==> src/hdl/pdsv_pkg.sv <==
// Shared types and constants for the pairwise distance symmetry vote unit.
// No dependencies; every other file but pdsv_ram imports this package.
`default_nettype none

package pdsv_pkg;

  localparam int MAX_POINTS  = 64;
  localparam int IDX_W       = 6;
  localparam int DIST_W      = 24;
  localparam int THR_W       = 23;
  localparam int PCNT_W      = 7;
  localparam int COUNT_W     = 32;
  localparam int LIMIT_W     = 9;
  localparam int CFG_IDX_W   = 1;
  localparam int CFG_DATA_W  = 23;
  localparam int QUEUE_DEPTH = 2;

  localparam logic [PCNT_W-1:0] POINT_COUNT_RST = PCNT_W'(64);
  localparam logic [THR_W-1:0]  THRESHOLD_RST   = THR_W'(256);

  typedef enum logic [1:0] {
    OP_LOAD = 2'd0,
    OP_VOTE = 2'd1,
    OP_READ = 2'd2,
    OP_NONE = 2'd3
  } op_e;

  typedef enum logic [1:0] {
    ST_DONE   = 2'd0,
    ST_VOTED  = 2'd1,
    ST_REPEAT = 2'd2,
    ST_RANGE  = 2'd3
  } status_e;

  typedef enum logic [1:0] {
    KIND_DONE = 2'd0,
    KIND_LOAD = 2'd1,
    KIND_VOTE = 2'd2,
    KIND_READ = 2'd3
  } kind_e;

  typedef enum logic [CFG_IDX_W-1:0] {
    REG_POINT_COUNT = 1'b0,
    REG_THRESHOLD   = 1'b1
  } cfg_reg_e;

  typedef struct packed {
    logic [1:0]              opcode;
    logic [IDX_W-1:0]        index_a;
    logic [IDX_W-1:0]        index_b;
    logic [IDX_W-1:0]        index_c;
    logic [IDX_W-1:0]        index_d;
    logic [IDX_W-1:0]        index_e;
    logic [IDX_W-1:0]        index_f;
    logic signed [DIST_W-1:0] distance_value;
  } req_t;

  typedef struct packed {
    logic [1:0]         status;
    logic [COUNT_W-1:0] vote_count;
  } res_t;

  // Classified request as it travels through the queue.
  typedef struct packed {
    kind_e             kind;
    logic [1:0]        status;
    logic [IDX_W-1:0]  a;
    logic [IDX_W-1:0]  b;
    logic [IDX_W-1:0]  c;
    logic [IDX_W-1:0]  d;
    logic [IDX_W-1:0]  e;
    logic [IDX_W-1:0]  f;
    logic [DIST_W-1:0] distance;
  } cmd_t;

  typedef struct packed {
    logic clearing;
  } back_stat_t;

endpackage

`default_nettype wire

==> src/hdl/pdsv_front.sv <==
// Front end: range and distinctness checks, turns a request into a queue command.
// Depends on pdsv_pkg.
`default_nettype none

module pdsv_front import pdsv_pkg::*; #(
  parameter int MaxPoints = MAX_POINTS
) (
  input  wire req_t              req_i,
  input  wire logic [PCNT_W-1:0] point_count_i,
  output cmd_t                   cmd_o
);

  logic [LIMIT_W-1:0] limit;
  logic [5:0]         bad;
  logic               ab_bad;
  logic               any_bad;
  logic               repeated;

  assign limit = (LIMIT_W'(point_count_i) > LIMIT_W'(MaxPoints)) ?
                 LIMIT_W'(MaxPoints) : LIMIT_W'(point_count_i);

  assign bad[0] = LIMIT_W'(req_i.index_a) >= limit;
  assign bad[1] = LIMIT_W'(req_i.index_b) >= limit;
  assign bad[2] = LIMIT_W'(req_i.index_c) >= limit;
  assign bad[3] = LIMIT_W'(req_i.index_d) >= limit;
  assign bad[4] = LIMIT_W'(req_i.index_e) >= limit;
  assign bad[5] = LIMIT_W'(req_i.index_f) >= limit;

  assign ab_bad  = bad[0] | bad[1];
  assign any_bad = |bad;

  assign repeated = (req_i.index_a == req_i.index_b) || (req_i.index_a == req_i.index_c) ||
                    (req_i.index_a == req_i.index_d) || (req_i.index_b == req_i.index_c) ||
                    (req_i.index_b == req_i.index_d) || (req_i.index_c == req_i.index_d);

  always_comb begin
    cmd_o.a        = req_i.index_a;
    cmd_o.b        = req_i.index_b;
    cmd_o.c        = req_i.index_c;
    cmd_o.d        = req_i.index_d;
    cmd_o.e        = req_i.index_e;
    cmd_o.f        = req_i.index_f;
    cmd_o.distance = req_i.distance_value;
    cmd_o.kind     = KIND_DONE;
    cmd_o.status   = ST_DONE;
    unique case (req_i.opcode)
      OP_LOAD: begin
        if (ab_bad) begin
          cmd_o.status = ST_RANGE;
        end else begin
          cmd_o.kind = KIND_LOAD;
        end
      end
      OP_READ: begin
        if (ab_bad) begin
          cmd_o.status = ST_RANGE;
        end else begin
          cmd_o.kind = KIND_READ;
        end
      end
      OP_VOTE: begin
        if (any_bad) begin
          cmd_o.status = ST_RANGE;
        end else if (repeated) begin
          cmd_o.status = ST_REPEAT;
        end else begin
          cmd_o.kind = KIND_VOTE;
        end
      end
      default: begin
        cmd_o.kind   = KIND_DONE;
        cmd_o.status = ST_DONE;
      end
    endcase
  end

endmodule

`default_nettype wire

==> config.mk <==
export PLATFORM = sky130hd
export DESIGN_NAME = pdsv_front
export DESIGN_NICKNAME = d
export VERILOG_FILES = /design/src/hdl/pdsv_pkg.sv /design/src/hdl/pdsv_front.sv
export SDC_FILE = /design/constraint.sdc
export NUM_CORES = 1
export LEC_CHECK = 0
export BUFFER_PORTS_ARGS = -buffer_cell sky130_fd_sc_hd__buf_2
export CAP_MARGIN = 20
export CORE_ASPECT_RATIO = 0.9
export CORE_MARGIN = 2
export CORE_UTILIZATION = 46
export DETAILED_ROUTE_END_ITERATION = 6
export GPL_TIMING_DRIVEN = 0
export PLACE_DENSITY_LB_ADDON = 0.25
export SYNTH_ARGS = -nofsm -noshare
export SYNTH_HDL_FRONTEND = slang
export SYNTH_SLANG_ARGS = --single-unit
==> constraint.sdc <==
create_clock -name vclk -period 5.5
set_input_delay 0.55 -clock vclk [all_inputs]
set_output_delay 0.55 -clock vclk [all_outputs]
set_load 0.02 [all_outputs]
==> results.yml, run 1 <==
detailed_routing:
  vias: 1695
  ant_nets: 0
  drc: 0
  routed_wl_um: 4200
  wire_per_inst_um: 11.6
  drt_iter0_markers: 78
  routed_via_density: 4.70
  dr.pass1.iters: 4
global_route:
  grt_overflow: 0
  grt_pass1_wl_um: 6380
  grt_util_all_layers_pct: 19.2
  grt_max_degree: 11
  first_global_vias: 1453
  antenna_found_initial: 0
power_and_ir_drop:
  ir_drop_v: 0.0000467
  power_leakage_nw: 1.28
  power.density_mw_per_mm2: 90.8
synth:
  ys_types: 29
  synth_top_area_share_pct: 26.1
  syn-instance-count: 206
  netlist_area_mm2: 0.00172
  yosysTopAreaCell: "buf_4"
  syn_area_per_cell_um2: 8.36
  syn_nets: 311
  yosysWarnings: 0
  yosys-top-cells-area: "buf_4 (26%), ha_1 (26%), xor2_1 (10%)"
  synth_seq_area_share_pct: 0
worst_setup_path:
  critical_path.max_fanout: 10
  critPathLaunchType: "primary input"
  worstSetupPathType: "in2out"
  cp.required_ns: 4.95
  arrival_ns: 3.17
  critical_path.endpoint_type: "primary output"
layout:
  syn_to_final_growth_pct: 35.0
  fin_cells: 361
  seq_cells: 0
  drive_above_1_share_pct: 54.6
  antenna_cells: 0
  final_common_cell: "buf_2"
  nClkBuffers: 0
  nFillCells: 345
  register_area_um2: 0
  mostFrequentLayoutCells: "buf_2 (109), buf_4 (60), ha_1 (36)"
  final_core_util_pct: 63.7
  final_nets: 422
sta:
  fmax_mhz: 269
  grt_setup_unrepaired: "no"
  hold_violations: 0
  fin_crit_sh_pct: 67.7
  slew_headroom_pct: 68.8
  fin_crit_ns: 3.72
  fin_tns_setup_ns: 0
  tightest_slew_ns: 0.467
  slew_viol_final: 0
  report.final.setup_viol: 0
placed_design:
  gp_congestion: 0.824
  dp_cells: 361
  dpl.hpwl_um: 3710
  portBuffers: 109
floorplanning:
  boundaryPins: 133
  initial_core_util_pct: 47.2
  chipHeight_um: 62.1
  std_cell_rows: 21
  dieArea_mm2: 0.00425
  die_w_um: 68.5
  coreArea_mm2: 0.00365
status:
  status: "finished, final reports clean"
min_path:
  hp-class: "in2out"
run:
  max-cap-violations: 0
clock_tree:
  ctsHoldBuffers: 0
  cts-resized-gates: 0
  postCtsSetupBuffers: 0
[metal layers]
| metal | global-route usage [%] | wire, um | vias up |
|---|---|---|---|
| li1 | - | - | 891 |
| met1 | 26.6 | 1940 | 726 |
| met2 | 34.9 | 1930 | 76 |
| met3 | 0.360 | 306 | 2 |
| met4 | 1.43 | 24 | 0 |
| met5 | 0 | 0 | - |
[cells in the mapped netlist (3+ instances only)]
master / n
buf_4: 60
ha_1: 36
nand4_1: 4
xor2_1: 20
a211oi_1: 5
a21o_1: 6
xnor2_1: 16
nand3_1: 4
inv_1: 6
a21oi_1: 3
nor4_1: 6
o21ai_0: 5
nand2b_1: 10
and4b_1: 4
nor2b_1: 4
[stage by stage]
stage,setup WS [ns],hold slack (ns),instance area (um^2),total power [mW]
floorplan,2.22,1.20,1720,0.141
global placement,1.79,1.32,2330,0.208
detailed placement,1.77,1.32,2330,0.212
CTS,1.77,1.32,2330,0.213
global route,1.62,1.32,2330,0.235
finish,1.78,1.32,2330,0.211
[kinds of logic after synthesis]
kind of cell,after synthesis,share of synthesized area (%)
fa+ha+maj,36,26.1
compound gates,28,12.7
xor+xnor,36,18.3
simple gates,39,15.2
buf+inv,67,27.7
[critical path, cell delays in order]
cell	delay, ns
buf_2	0.12
clkbuf_1	0.33
nand2b_1	0.33
ha_1	0.31
a21o_1	0.21
a2111oi_4	0.37
o221ai_2	0.21
nor4_4	0.41
a22o_1	0.18
buf_2	0.15
[area by class of cell]
class	count	area [um^2]	share of cell area, %
tap	46	57.6	2.47
buffer	61	454	19.5
multi-input combinational	139	1250	53.6
timing repair buffer	109	546	23.5
inverter	6	22.5	0.968
[power breakdown]
| part | total (mW) | internal [mW] | switching, mW |
|---|---|---|---|
| clock | 0 | 0 | 0 |
| combinational | 0.211 | 0.0998 | 0.111 |
| sequential | 0 | 0 | 0 |
| total | 0.211 | 0.0998 | 0.111 |
[worst paths after layout]
check	start	cells past startpoint	endpoint	slack [ns]
max	point_count_i[6]	10	cmd_o[63]	1.78
min	req_i[1]	2	cmd_o[1]	1.32
No activity file was read; power rests on OpenSTA's default activity.
==> inputs of run 2 (changes only) <==
CORE_UTILIZATION = 42   (was 46)
clock period = 3.8 ns   (was 5.5 ns; I/O delays follow)
==> run 2 against run 1 <==
  * Non-clock buffer count did not move
  * Flip-flop and latch count did not move
  * Final area is 0.11% higher
  * Cell count increased by 0.55%
  * Combinational power is 44% higher
  * Critical path type unchanged
  * Largest power group unchanged
  * Wire length shrank 1.3%
==> results.yml, run 2 (synthesis results as in run 1) <==
worst_setup_path:
  cp.required_ns: 3.42
  path_cells: "buf_2 > clkbuf_1 > nand2b_1 > ha_1 > a21o_1 > a2111oi_4 > o221ai_2 > nor4_4 > a22o_1 > buf_2"
  cp-startpoint: "point_count_i[6]"
  critical_path.endpoint_type: "primary output"
  cpPeakStageDelay_ns: 0.41
  critPathLaunchType: "primary input"
  path_common_cell: "buf_2"
  worstSetupPathType: "in2out"
  arrival_ns: 3.02
  critical_path.max_fanout: 10
  critPathSlowestCell: "nor4_4"
layout:
  nFillCells: 382
  syn_to_final_growth_pct: 35.1
  final_common_cell: "buf_2"
  antenna_cells: 0
  nClkBuffers: 0
  register_area_um2: 0
  mostFrequentLayoutCells: "buf_2 (109), buf_4 (60), ha_1 (36)"
  seq_cells: 0
  final_nets: 422
  drive_above_1_share_pct: 54.6
global_route:
  grt_pass1_wl_um: 6560
  grt_util_all_layers_pct: 17.0
  first_global_vias: 1462
  grt_overflow: 0
  antenna_found_initial: 0
  grt_max_degree: 11
sta:
  tightest_slew_ns: 0.478
  fmax_mhz: 294
  fin_tns_setup_ns: 0
  fin_crit_sh_pct: 89.5
  whs_ns: 0.977
  hold_violations: 0
  setup_ws_ns: 0.398
  grt_setup_unrepaired: "no"
  slew_headroom_pct: 68.1
  report.final.setup_viol: 0
  fin_crit_ns: 3.40
  slew_viol_final: 0
clock_tree:
  postCtsSetupBuffers: 0
  cts-resized-gates: 0
  ctsHoldBuffers: 0
detailed_routing:
  ant_nets: 0
  wire_per_inst_um: 11.4
  drc: 0
  top_layer: "met4"
  drt_iter0_markers: 45
  vias: 1686
  wl_met2_um: 1950
  routed_via_density: 4.64
  dr.pass1.iters: 4
  wl_met3_um: 316
  m1WireLength_um: 1860
  routed_wl_um: 4150
power_and_ir_drop:
  ir_drop_v: 0.0000674
  power_leakage_nw: 1.28
  finalPower_uw: 304
  power.density_mw_per_mm2: 131
placed_design:
  portBuffers: 109
  dpl.hpwl_um: 3770
  dp_slack_ns: 0.417
  gp_congestion: 0.840
min_path:
  min_from: "req_i[6]"
  holdPathStages: 2
  hp-class: "in2out"
  hold_path_end: "cmd_o[6]"
floorplanning:
  std_cell_rows: 22
  initial_core_util_pct: 42.9
  coreArea_mm2: 0.00402
  boundaryPins: 133
  chipHeight_um: 64.8
  dieArea_mm2: 0.00463
  die_w_um: 71.5
run:
  max-cap-violations: 0
status:
  status: "finished, final reports clean"
-- run 2: cell counts in the layout (fill, tap and decap cells not counted) --
Identical to the previous run, type by type.
-- run 2: final cells by class --
| class | instances | area, um^2 | share of cell area, % |
|---|---|---|---|
| Timing Repair Buffer | 109 | 546 | 23.4 |
| Buffer | 61 | 454 | 19.5 |
| Inverter | 6 | 22.5 | 0.967 |
| Tap cell | 48 | 60.1 | 2.58 |
| Multi-Input combinational cell | 139 | 1250 | 53.5 |
-- run 2: layer usage --
| layer | track usage [%] | up-vias |
|---|---|---|
| li1 | - | 896 |
| met1 | 23.8 | 719 |
| met2 | 30.0 | 69 |
| met3 | 0.933 | 2 |
| met4 | 0.708 | 0 |
| met5 | 0 | - |
-- run 2: worst max path at each step --
stage	depth (start not counted)	end	slack, ns
2_1_floorplan	8	cmd_o[63]	0.86
3_3_place_gp	10	cmd_o[63]	0.43
3_5_place_dp	10	cmd_o[63]	0.42
4_1_cts	10	cmd_o[63]	0.42
5_1_grt	10	cmd_o[63]	0.23
6_report	10	cmd_o[63]	0.40
-- run 2: power by group --
group / internal, mW / total (mW) / leakage, nW / switching [mW]
clock network: 0 / 0 / 0 / 0
logic: 0.144 / 0.304 / 1.28 / 0.160
registers: 0 / 0 / 0 / 0
total: 0.144 / 0.304 / 1.28 / 0.160
-- run 2: through the flow --
| step | utilization [%] | instance area [um^2] | cells |
|---|---|---|---|
| 6_report | 57.9 | 2330 | 363 |
| 5_1_grt | 57.9 | 2330 | 363 |
| 4_1_cts | 57.9 | 2330 | 363 |
| 3_5_place_dp | 57.9 | 2330 | 363 |
| 3_3_place_gp | 57.9 | 2330 | 363 |
| 2_1_floorplan | - | 1720 | 206 |
-- run 2: critical path, delay by kind of cell --
kind / cells / cell delay, ns
AO/OA/AOI/OAI: 4 / 0.99
buffers and inverters: 3 / 0.59
AND/OR/NAND/NOR: 2 / 0.74
adder cells (fa/ha/maj): 1 / 0.31
