**src/hdl/pdsv_pkg.sv**
```systemverilog
// Shared types and constants for the pairwise distance symmetry vote unit.
// No dependencies; every other file but pdsv_ram imports this package.
`default_nettype none

package pdsv_pkg;

  localparam int MAX_POINTS  = 64;
  localparam int IDX_W       = 6;
  localparam int DIST_W      = 24;
  localparam int THR_W       = 23;
  localparam int PCNT_W      = 7;
  localparam int COUNT_W     = 32;
  localparam int LIMIT_W     = 9;
  localparam int CFG_IDX_W   = 1;
  localparam int CFG_DATA_W  = 23;
  localparam int QUEUE_DEPTH = 2;

  localparam logic [PCNT_W-1:0] POINT_COUNT_RST = PCNT_W'(64);
  localparam logic [THR_W-1:0]  THRESHOLD_RST   = THR_W'(256);

  typedef enum logic [1:0] {
    OP_LOAD = 2'd0,
    OP_VOTE = 2'd1,
    OP_READ = 2'd2,
    OP_NONE = 2'd3
  } op_e;

  typedef enum logic [1:0] {
    ST_DONE   = 2'd0,
    ST_VOTED  = 2'd1,
    ST_REPEAT = 2'd2,
    ST_RANGE  = 2'd3
  } status_e;

  typedef enum logic [1:0] {
    KIND_DONE = 2'd0,
    KIND_LOAD = 2'd1,
    KIND_VOTE = 2'd2,
    KIND_READ = 2'd3
  } kind_e;

  typedef enum logic [CFG_IDX_W-1:0] {
    REG_POINT_COUNT = 1'b0,
    REG_THRESHOLD   = 1'b1
  } cfg_reg_e;

  typedef struct packed {
    logic [1:0]              opcode;
    logic [IDX_W-1:0]        index_a;
    logic [IDX_W-1:0]        index_b;
    logic [IDX_W-1:0]        index_c;
    logic [IDX_W-1:0]        index_d;
    logic [IDX_W-1:0]        index_e;
    logic [IDX_W-1:0]        index_f;
    logic signed [DIST_W-1:0] distance_value;
  } req_t;

  typedef struct packed {
    logic [1:0]         status;
    logic [COUNT_W-1:0] vote_count;
  } res_t;

  // Classified request as it travels through the queue.
  typedef struct packed {
    kind_e             kind;
    logic [1:0]        status;
    logic [IDX_W-1:0]  a;
    logic [IDX_W-1:0]  b;
    logic [IDX_W-1:0]  c;
    logic [IDX_W-1:0]  d;
    logic [IDX_W-1:0]  e;
    logic [IDX_W-1:0]  f;
    logic [DIST_W-1:0] distance;
  } cmd_t;

  typedef struct packed {
    logic clearing;
  } back_stat_t;

endpackage

`default_nettype wire

```
**src/hdl/pdsv_queue.sv**
```systemverilog
// Short command queue between the front end and the back end.
// Depends on pdsv_pkg.
`default_nettype none

module pdsv_queue import pdsv_pkg::*; (
  input  wire logic clk_i,
  input  wire logic rst_ni,
  input  wire logic push_i,
  input  wire cmd_t push_data_i,
  input  wire logic pop_i,
  output cmd_t      head_o,
  output logic      empty_o,
  output logic      full_o
);

  localparam int PtrW = (QUEUE_DEPTH > 1) ? $clog2(QUEUE_DEPTH) : 1;
  localparam int CntW = $clog2(QUEUE_DEPTH + 1);
  localparam logic [PtrW-1:0] PtrLast = PtrW'(QUEUE_DEPTH - 1);

  cmd_t            entry_q [QUEUE_DEPTH];
  logic [PtrW-1:0] wr_ptr_q, wr_ptr_d;
  logic [PtrW-1:0] rd_ptr_q, rd_ptr_d;
  logic [CntW-1:0] cnt_q, cnt_d;

  assign empty_o = (cnt_q == '0);
  assign full_o  = (cnt_q == CntW'(QUEUE_DEPTH));
  assign head_o  = entry_q[rd_ptr_q];

  always_comb begin
    wr_ptr_d = wr_ptr_q;
    rd_ptr_d = rd_ptr_q;
    cnt_d    = cnt_q;
    if (push_i) begin
      wr_ptr_d = (wr_ptr_q == PtrLast) ? '0 : wr_ptr_q + PtrW'(1);
    end
    if (pop_i) begin
      rd_ptr_d = (rd_ptr_q == PtrLast) ? '0 : rd_ptr_q + PtrW'(1);
    end
    if (push_i && !pop_i) begin
      cnt_d = cnt_q + CntW'(1);
    end else if (pop_i && !push_i) begin
      cnt_d = cnt_q - CntW'(1);
    end
  end

  always_ff @(posedge clk_i or negedge rst_ni) begin
    if (!rst_ni) begin
      wr_ptr_q <= '0;
      rd_ptr_q <= '0;
      cnt_q    <= '0;
    end else begin
      wr_ptr_q <= wr_ptr_d;
      rd_ptr_q <= rd_ptr_d;
      cnt_q    <= cnt_d;
    end
  end

  always_ff @(posedge clk_i) begin
    if (push_i) begin
      entry_q[wr_ptr_q] <= push_data_i;
    end
  end

  a_no_overflow: assert property (@(posedge clk_i) disable iff (!rst_ni)
    !(push_i && full_o && !pop_i))
    else $error("request pushed into a full queue");

  a_no_underflow: assert property (@(posedge clk_i) disable iff (!rst_ni)
    !(pop_i && empty_o))
    else $error("pop from an empty queue");

  a_count_bound: assert property (@(posedge clk_i) disable iff (!rst_ni)
    cnt_q <= CntW'(QUEUE_DEPTH))
    else $error("queue count above depth");

endmodule

`default_nettype wire

```
**config.mk**
```make
export PLATFORM = sky130hd
export DESIGN_NAME = pdsv_queue
export DESIGN_NICKNAME = d
export VERILOG_FILES = /design/src/hdl/pdsv_pkg.sv /design/src/hdl/pdsv_queue.sv
export SDC_FILE = /design/constraint.sdc
export NUM_CORES = 1
export LEC_CHECK = 0
export BUFFER_PORTS_ARGS = -buffer_cell sky130_fd_sc_hd__buf_4
export CAP_MARGIN = 5
export CORE_ASPECT_RATIO = 1.25
export CORE_MARGIN = 10
export CORE_UTILIZATION = 55
export DETAILED_ROUTE_END_ITERATION = 6
export GPL_TIMING_DRIVEN = 1
export MAX_ROUTING_LAYER = met4
export PLACE_DENSITY = 0.89
export SLEW_MARGIN = 30
export SYNTH_ARGS = -nofsm -noshare
export SYNTH_HDL_FRONTEND = slang
export SYNTH_SLANG_ARGS = --single-unit
```
**constraint.sdc**
```tcl
create_clock -name clk_i -period 8.7 [get_ports clk_i]
set_input_delay 1.74 -clock clk_i [delete_from_list [all_inputs] [get_ports clk_i]]
set_output_delay 1.74 -clock clk_i [all_outputs]
set_load 0.01 [all_outputs]
```
==> out/qor.csv, run 1 <==
stage,metric,value,unit
outcome,status,"complete, no violations",
power,clkPwrFrac,0.304,
worst_setup_path,crit_required,6.96,ns
clock_network,cts_root_buf,clkbuf_8,
cells_and_area,diodes,0,
yosys,yosysTopAreaCell,edfxtp_1,
floorplanning,start_util,0.570,
yosys,synth.distinct_cells,13,
global_route,gr-total-overflow,0,
cells_and_area,multi_input_area,1000,µm²
clock_network,cts.path.max_buffers,2,
sta,grt_setup_unrepaired,no,
power,vdd.ir_drop.worst,195,µV
floorplanning,rows,38,
power,p_sw,0.598,mW
hold_path,min_path_cells,1,
worst_setup_path,cpLargestDelayFamily,flip-flops,
clock_network,cts-hold-fix-buffers,0,
worst_setup_path,worstSetupPathType,reg -> out,
yosys,synth_top_family_by_area,multiplexers,
sta,setup_tns,0,ns
clock_network,postCtsSetupBuffers,0,
worst_setup_path,crit_fanout,35,
floorplanning,ioPinCount,134,
route,drt-pass1-iter-count,4,
floorplanning,fp.coreArea,8800,µm²
yosys,synth_area,5010,µm²
route,wl_per_cell,19.7,µm
sta,post-route-min-period,3.90,ns
route,routed_wl,9750,µm
sta,clock.fmax,257,MHz
worst_setup_path,cp-start-kind,flop,
yosys,synth.area.mux_share,0.181,
yosys,syn_avg_cell_area,23.3,µm²
yosys,synth_seq_cells,132,
clock_network,cts_resized,0,
cells_and_area,mostFrequentLayoutCells,"buf_4, edfxtp_1, mux2_4, clkbuf_16, mux2_2",
cells_and_area,drive_gt1_frac,0.609,
clock_network,clk_latency,0.51,ns
place,dpl.hpwl,6890,µm
cells_and_area,design_area,6730,µm²
sta,setup_viol,0,
place,io_buffer_count,133,
sta,worst_slack,4.80,ns
sta,worst_pin_slew,0.829,ns
worst_setup_path,rr_worst_depth,2,
route,drt-initial-drc-count,55,
route,vias_per_cell,4.98,
power,p_per_area,341,nW/µm²
yosys,synthXorXnorAreaFrac,0.00874,
global_route,grt_usage,0.151,
place,place.gp.congestion,0.733,
clock_network,clk_pin_slew,0.06,ns
sta,final-hold-violation-count,0,
global_route,grt_first_pass_wirelength,14700,µm
power,switching_share,0.260,
cells_and_area,fillers,500,
worst_setup_path,cp.depth,3,
yosys,synthCells,215,
power,seqPwrFrac,0.401,
hold_path,hp-class,reg -> reg,
cells_and_area,layout.nets,432,
worst_setup_path,cp_cell_sequence,buf_16 -> mux2_2 -> buf_4,
yosys,yosys.area_share.simple,0.00524,
place,preCtsSetupSlack,5.20,ns
power,total_power,2.30,mW
place,place_area,6140,µm²
yosys,syn_nets,284,
worst_setup_path,cp_slowest_cell,dfrtp_4,
yosys,synth_top_area_share,0.767,
cells_and_area,final_common_cell,buf_4,
sta,skew,0.00472,ns
floorplanning,die_x,105,µm
clock_network,cts_tree,done,
global_route,grt_pass1_vias,2754,
power,leakagePower,2.71,nW
clock_network,cts_buffers,17,
route,drtAntennaViolNets,0,
yosys,synth_compound_area_frac,0,
yosys,synth_area_leaders,"edfxtp_1, mux2_4, mux2_2, dfrtp_1, buf_6",
sta,slew_viol_final,0,
yosys,synth_fa_ha_area_frac,0.00250,
yosys,yosys_warnings,0,
power,power_frac_comb,0.296,
route,drc_errors,0,
route,vias,2469,
yosys,synth-seq-area-share,0.787,
cells_and_area,seq_area,3950,µm²
global_route,antenna_found_initial,0,
floorplanning,die_h,127,µm
power,power.internal,1.70,mW
sta,min_period_over_period,0.448,
run,maxCapViolCount,0,
clock_network,cts.sinks,132,
worst_setup_path,cp_data_arrival_time,2.16,ns
clock_network,cts_max_level,4,
cells_and_area,areaGrowthSynthToFinish,34.3,%
sta,relSlewSlack,0.446,
floorplanning,dieArea,13400,µm²
global_route,grt_max_degree,38,
worst_setup_path,path_buf_inv,2,
worst_setup_path,cp_slowest_stage_delay,0.78,ns
worst_setup_path,critPathCaptureType,output pin,
==> stage by stage <==
| stage | utilization | cells | hold WS [ns] |
|---|---|---|---|
| after floorplan | - | 215 | 0.455 |
| after global placement | 0.695 | 463 | 0.476 |
| after detailed placement | 0.698 | 464 | 0.482 |
| after CTS | 0.765 | 496 | 0.500 |
| after global routing | 0.765 | 496 | 0.532 |
| final | 0.765 | 496 | 0.501 |
==> power by group through the flow <==
stage,Clock (mW),Sequential (mW),Combinational (mW)
after floorplan,0,0.892,0.446
after global placement,0,0.964,0.632
after detailed placement,0,0.935,0.689
after CTS,0.708,0.923,0.694
after global routing,0.737,0.935,0.720
final,0.697,0.921,0.679
==> area by class of cell <==
| cell class | instances | area share |
|---|---|---|
| Clock inverter | 12 | 0.0240 |
| Clock buffer | 20 | 0.0632 |
| Multi-Input combinational cell | 75 | 0.149 |
| Sequential cell | 132 | 0.587 |
| Inverter | 1 | 0.000558 |
| Timing Repair Buffer | 136 | 0.155 |
| Tap cell | 120 | 0.0223 |
==> per-layer routing <==
metal | routed length (µm) | GRT usage
met3 | 569 | 0.0557
met2 | 5350 | 0.250
met1 | 3610 | 0.153
met5 | 0 | -
met4 | 223 | 0.0769
==> path summary, 6_finish.rpt <==
kind / end / slack (ns) / from
setup / recovery: head_o[44] / 4.80 / rd_ptr_q
hold / removal: cnt_q[1] / 0.50 / cnt_q[1]
setup reg to reg: entry_q[0][1] / 6.67 / wr_ptr_q
hold reg to reg: cnt_q[1] / 0.50 / cnt_q[1]
max in group asynchronous: rd_ptr_q / 7.57 / rst_ni
min in group asynchronous: rd_ptr_q / 1.02 / rst_ni
==> cells in the mapped netlist <==
cell type,instances
xor2_1,4
buf_2,1
and2_1,1
nor2b_1,2
dfrtp_1,4
xnor2_1,1
ha_1,1
buf_6,6
edfxtp_1,128
inv_1,1
nor2_1,2
mux2_4,50
mux2_2,14
==> logic make-up after synthesis <==
logic type / count (synthesis)
xor+xnor: 5
simple gates: 5
flops: 132
mux: 64
fa+ha+maj: 1
buf+inv: 8
==> sequential cells by signal, summed over array words and instances, names as in the netlist <==
register and count:
entry_q 128, cnt_q 2, rd_ptr_q 1, wr_ptr_q 1
No activity file was read; power rests on OpenSTA's default activity.
==> run 2, diff against run 1 <==
ABC_AREA = 1   (was default)
CORE_UTILIZATION = 52   (was 55)
PLACE_DENSITY = 0.85   (was 0.89)
clock period = 3.99 ns   (was 8.7 ns; I/O delays follow)
==> run 2 against run 1 <==
Largest cell class unchanged. Largest power group unchanged. Critical path depth unchanged. Synthesized cell count increased by 4.2%. Sequential power increased by 120%. Synthesized area increased by 0.40%. Combinational power increased by 120%.
==> out/qor.csv, run 2 <==
stage,metric,value,unit,change
yosys,synth_area,5030,µm²,was 5010 µm²
cells_and_area,drive_gt1_frac,0.609,,about the same
route,drt-initial-drc-count,126,,was 55
place,place.gp.congestion,0.714,,was 0.733
yosys,yosysMostFrequentCell,edfxtp_1,,unchanged
yosys,yosys_warnings,0,,unchanged
floorplanning,die_h,130,µm,was 127 µm
power,vdd.ir_drop.worst,416,µV,was 195 µV
yosys,synth-async-reset-ratio,0.0303,,unchanged
sta,skew,0.00342,ns,was 0.00472 ns
place,io_buffer_count,133,,unchanged
hold_path,hp-class,in -> async,,was reg -> reg
floorplanning,ioPinCount,134,,unchanged
place,dp.cells,480,,was 464
sta,post-route-min-period,2.84,ns,
yosys,synth-edff-count,128,,unchanged
yosys,synth_seq_cells,132,,unchanged
cells_and_area,stdcell_count,512,,was 496
power,power.internal,3.75,mW,was 1.70 mW
clock_network,postCtsSetupBuffers,0,,unchanged
yosys,synthCells,224,,was 215
clock_network,cts-hold-fix-buffers,0,,unchanged
yosys,synth_area_leaders,"edfxtp_1, mux2_4, mux2_2, dfrtp_1, buf_6",,unchanged
yosys,synth-seq-area-share,0.784,,was 0.787
clock_network,cts.sinks,132,,unchanged
worst_setup_path,cp-start-kind,flop,,unchanged
power,seqPwrFrac,0.395,,was 0.401
sta,min_period_over_period,0.712,,
sta,clock.fmax,352,MHz,
global_route,grt_pass1_vias,2848,,was 2754
cells_and_area,final_common_cell,buf_4,,unchanged
sta,worst_pin_slew,0.715,ns,was 0.829 ns
clock_network,cts_root_buf,clkbuf_16,,was clkbuf_8
sta,final-hold-violation-count,0,,unchanged
yosys,synth_top_flop_cell,edfxtp_1,,unchanged
yosys,yosysTopAreaCell,edfxtp_1,,unchanged
route,routed_wl,9700,µm,was 9750 µm
sta,worst_slack,1.15,ns,was 4.80 ns
clock_network,clk_pin_slew,0.05,ns,was 0.06 ns
floorplanning,start_util,0.529,,was 0.570
cells_and_area,largest_reg_flops,128,,unchanged
global_route,grt_first_pass_wirelength,14900,µm,was 14700 µm
global_route,grt_max_degree,50,,was 38
worst_setup_path,crit_required,3.19,ns,was 6.96 ns
yosys,syn_avg_cell_area,22.5,µm²,was 23.3 µm²
worst_setup_path,worstSetupPathType,reg -> out,,unchanged
clock_network,cts_resized,0,,unchanged
worst_setup_path,cp_data_arrival_time,2.04,ns,was 2.16 ns
clock_network,cts_tree,done,,unchanged
cells_and_area,fillers,605,,was 500
floorplanning,die_x,108,µm,was 105 µm
power,leakagePower,2.76,nW,was 2.71 nW
sta,setup_tns,0,ns,unchanged
place,preCtsSetupSlack,1.55,ns,was 5.20 ns
yosys,synth_top_area_share,0.764,,was 0.767
floorplanning,dieArea,14000,µm²,was 13400 µm²
sta,grt_setup_unrepaired,no,,unchanged
cells_and_area,areaGrowthSynthToFinish,35.2,%,was 34.3%
worst_setup_path,crit_fanout,35,,unchanged
route,vias,2502,,was 2469
cells_and_area,largestRegisters,"entry_q: 128 flops, cnt_q: 2 flops",,unchanged
route,drtAntennaViolNets,0,,unchanged
clock_network,cts.path.max_buffers,2,,unchanged
yosys,synth_common_cells,"edfxtp_1, mux2_4, mux2_2",,unchanged
route,wl_per_cell,18.9,µm,was 19.7 µm
cells_and_area,layout.nets,442,,was 432
clock_network,cts_buffers,17,,unchanged
yosys,syn_nets,293,,was 284
route,drc_errors,0,,unchanged
place,dpl.hpwl,6980,µm,was 6890 µm
power,switching_share,0.262,,was 0.260
global_route,gr-total-overflow,0,,unchanged
clock_network,clk_latency,0.40,ns,was 0.51 ns
outcome,status,"complete, no violations",,unchanged
floorplanning,fp.coreArea,9510,µm²,was 8800 µm²
global_route,grt_usage,0.146,,was 0.151
power,p_per_area,746,nW/µm²,was 341 nW/µm²
power,power_frac_comb,0.296,,about the same
clock_network,cts_max_level,4,,unchanged
worst_setup_path,critPathCaptureType,output pin,,unchanged
sta,setup_viol,0,,unchanged
route,vias_per_cell,4.89,,was 4.98
global_route,antenna_found_initial,0,,unchanged
sta,slew_viol_final,0,,unchanged
floorplanning,rows,40,,was 38
cells_and_area,mostFrequentLayoutCells,"buf_4, edfxtp_1, mux2_4, clkbuf_16, mux2_2",,unchanged
cells_and_area,largest_register,entry_q,,unchanged
yosys,synth.distinct_cells,14,,was 13
cells_and_area,diodes,0,,unchanged
power,clkPwrFrac,0.310,,was 0.304
route,drt-pass1-iter-count,6,,was 4
power,p_sw,1.33,mW,was 0.598 mW
sta,relSlewSlack,0.523,,was 0.446
run,maxCapViolCount,0,,unchanged
run 2: per-layer routing:
metal | vias up | track usage | part of all wire
met4 | 0 | 0.0606 | 0.016
met3 | 13 | 0.0567 | 0.062
met2 | 90 | 0.258 | 0.57
met5 | - | - | 0
li1 | 1169 | - | -
met1 | 1230 | 0.138 | 0.35
run 2: stage by stage:
| stage | utilization | total power, mW | cell area [µm²] | hold slack (ns) |
|---|---|---|---|---|
| after detailed placement | 0.651 | 3.56 | 6190 | 0.496 |
| after global routing | 0.716 | 5.31 | 6800 | 0.159 |
| final | 0.716 | 5.08 | 6800 | 0.189 |
| after floorplan | - | 2.91 | 5030 | 0.463 |
| after global placement | 0.648 | 3.51 | 6160 | 0.477 |
| after CTS | 0.716 | 5.15 | 6800 | 0.168 |
run 2: worst max-delay path: stages, from the launching register on:
cell     delay [ns]
dfrtp_4        0.78
buf_16         0.32
mux2_2         0.38
buf_4          0.15
run 2: power groups by stage:
stage / Sequential [mW] / Clock, mW / Combinational (mW)
detailed placement: 2.04 / 0 / 1.53
global placement: 2.10 / 0 / 1.40
floorplan: 1.94 / 0 / 0.977
finish: 2.00 / 1.57 / 1.50
CTS: 2.01 / 1.60 / 1.53
global route: 2.04 / 1.67 / 1.60
run 2: final timing paths:
path | startpoint | to | slack (ns) | cells past startpoint
max | rd_ptr_q | head_o[37] | 1.15 | 3
min | rst_ni | rd_ptr_q | 0.19 | 1
max reg2reg | wr_ptr_q | entry_q[1][6] | 2.23 | 3
min reg2reg | cnt_q[1] | cnt_q[1] | 0.51 | 2
max in group asynchronous | rst_ni | rd_ptr_q | 3.68 | 1
min in group clk_i | cnt_q[1] | cnt_q[1] | 0.51 | 2
run 2: logic make-up (layout without fill, tap and decap cells):
| group | after synthesis | after routing | share of synthesized area |
|---|---|---|---|
| XOR/XNOR | 3 | 3 | 0.00522 |
| adder cells (fa/ha/maj) | 1 | 1 | 0.00249 |
| buffers and inverters | 14 | 176 | 0.0196 |
| flip-flops | 132 | 132 | 0.784 |
| multiplexers | 64 | 64 | 0.181 |
| AND/OR/NAND/NOR | 10 | 10 | 0.00821 |
run 2: cell type report:
cell class,count,area (µm²),area share
Multi-Input combinational cell,78,996,0.146
Clock buffer,18,429,0.0631
Tap cell,126,158,0.0232
Timing Repair Buffer,137,1060,0.156
Inverter,7,26.3,0.00386
Sequential cell,132,3950,0.580
Clock inverter,14,186,0.0274
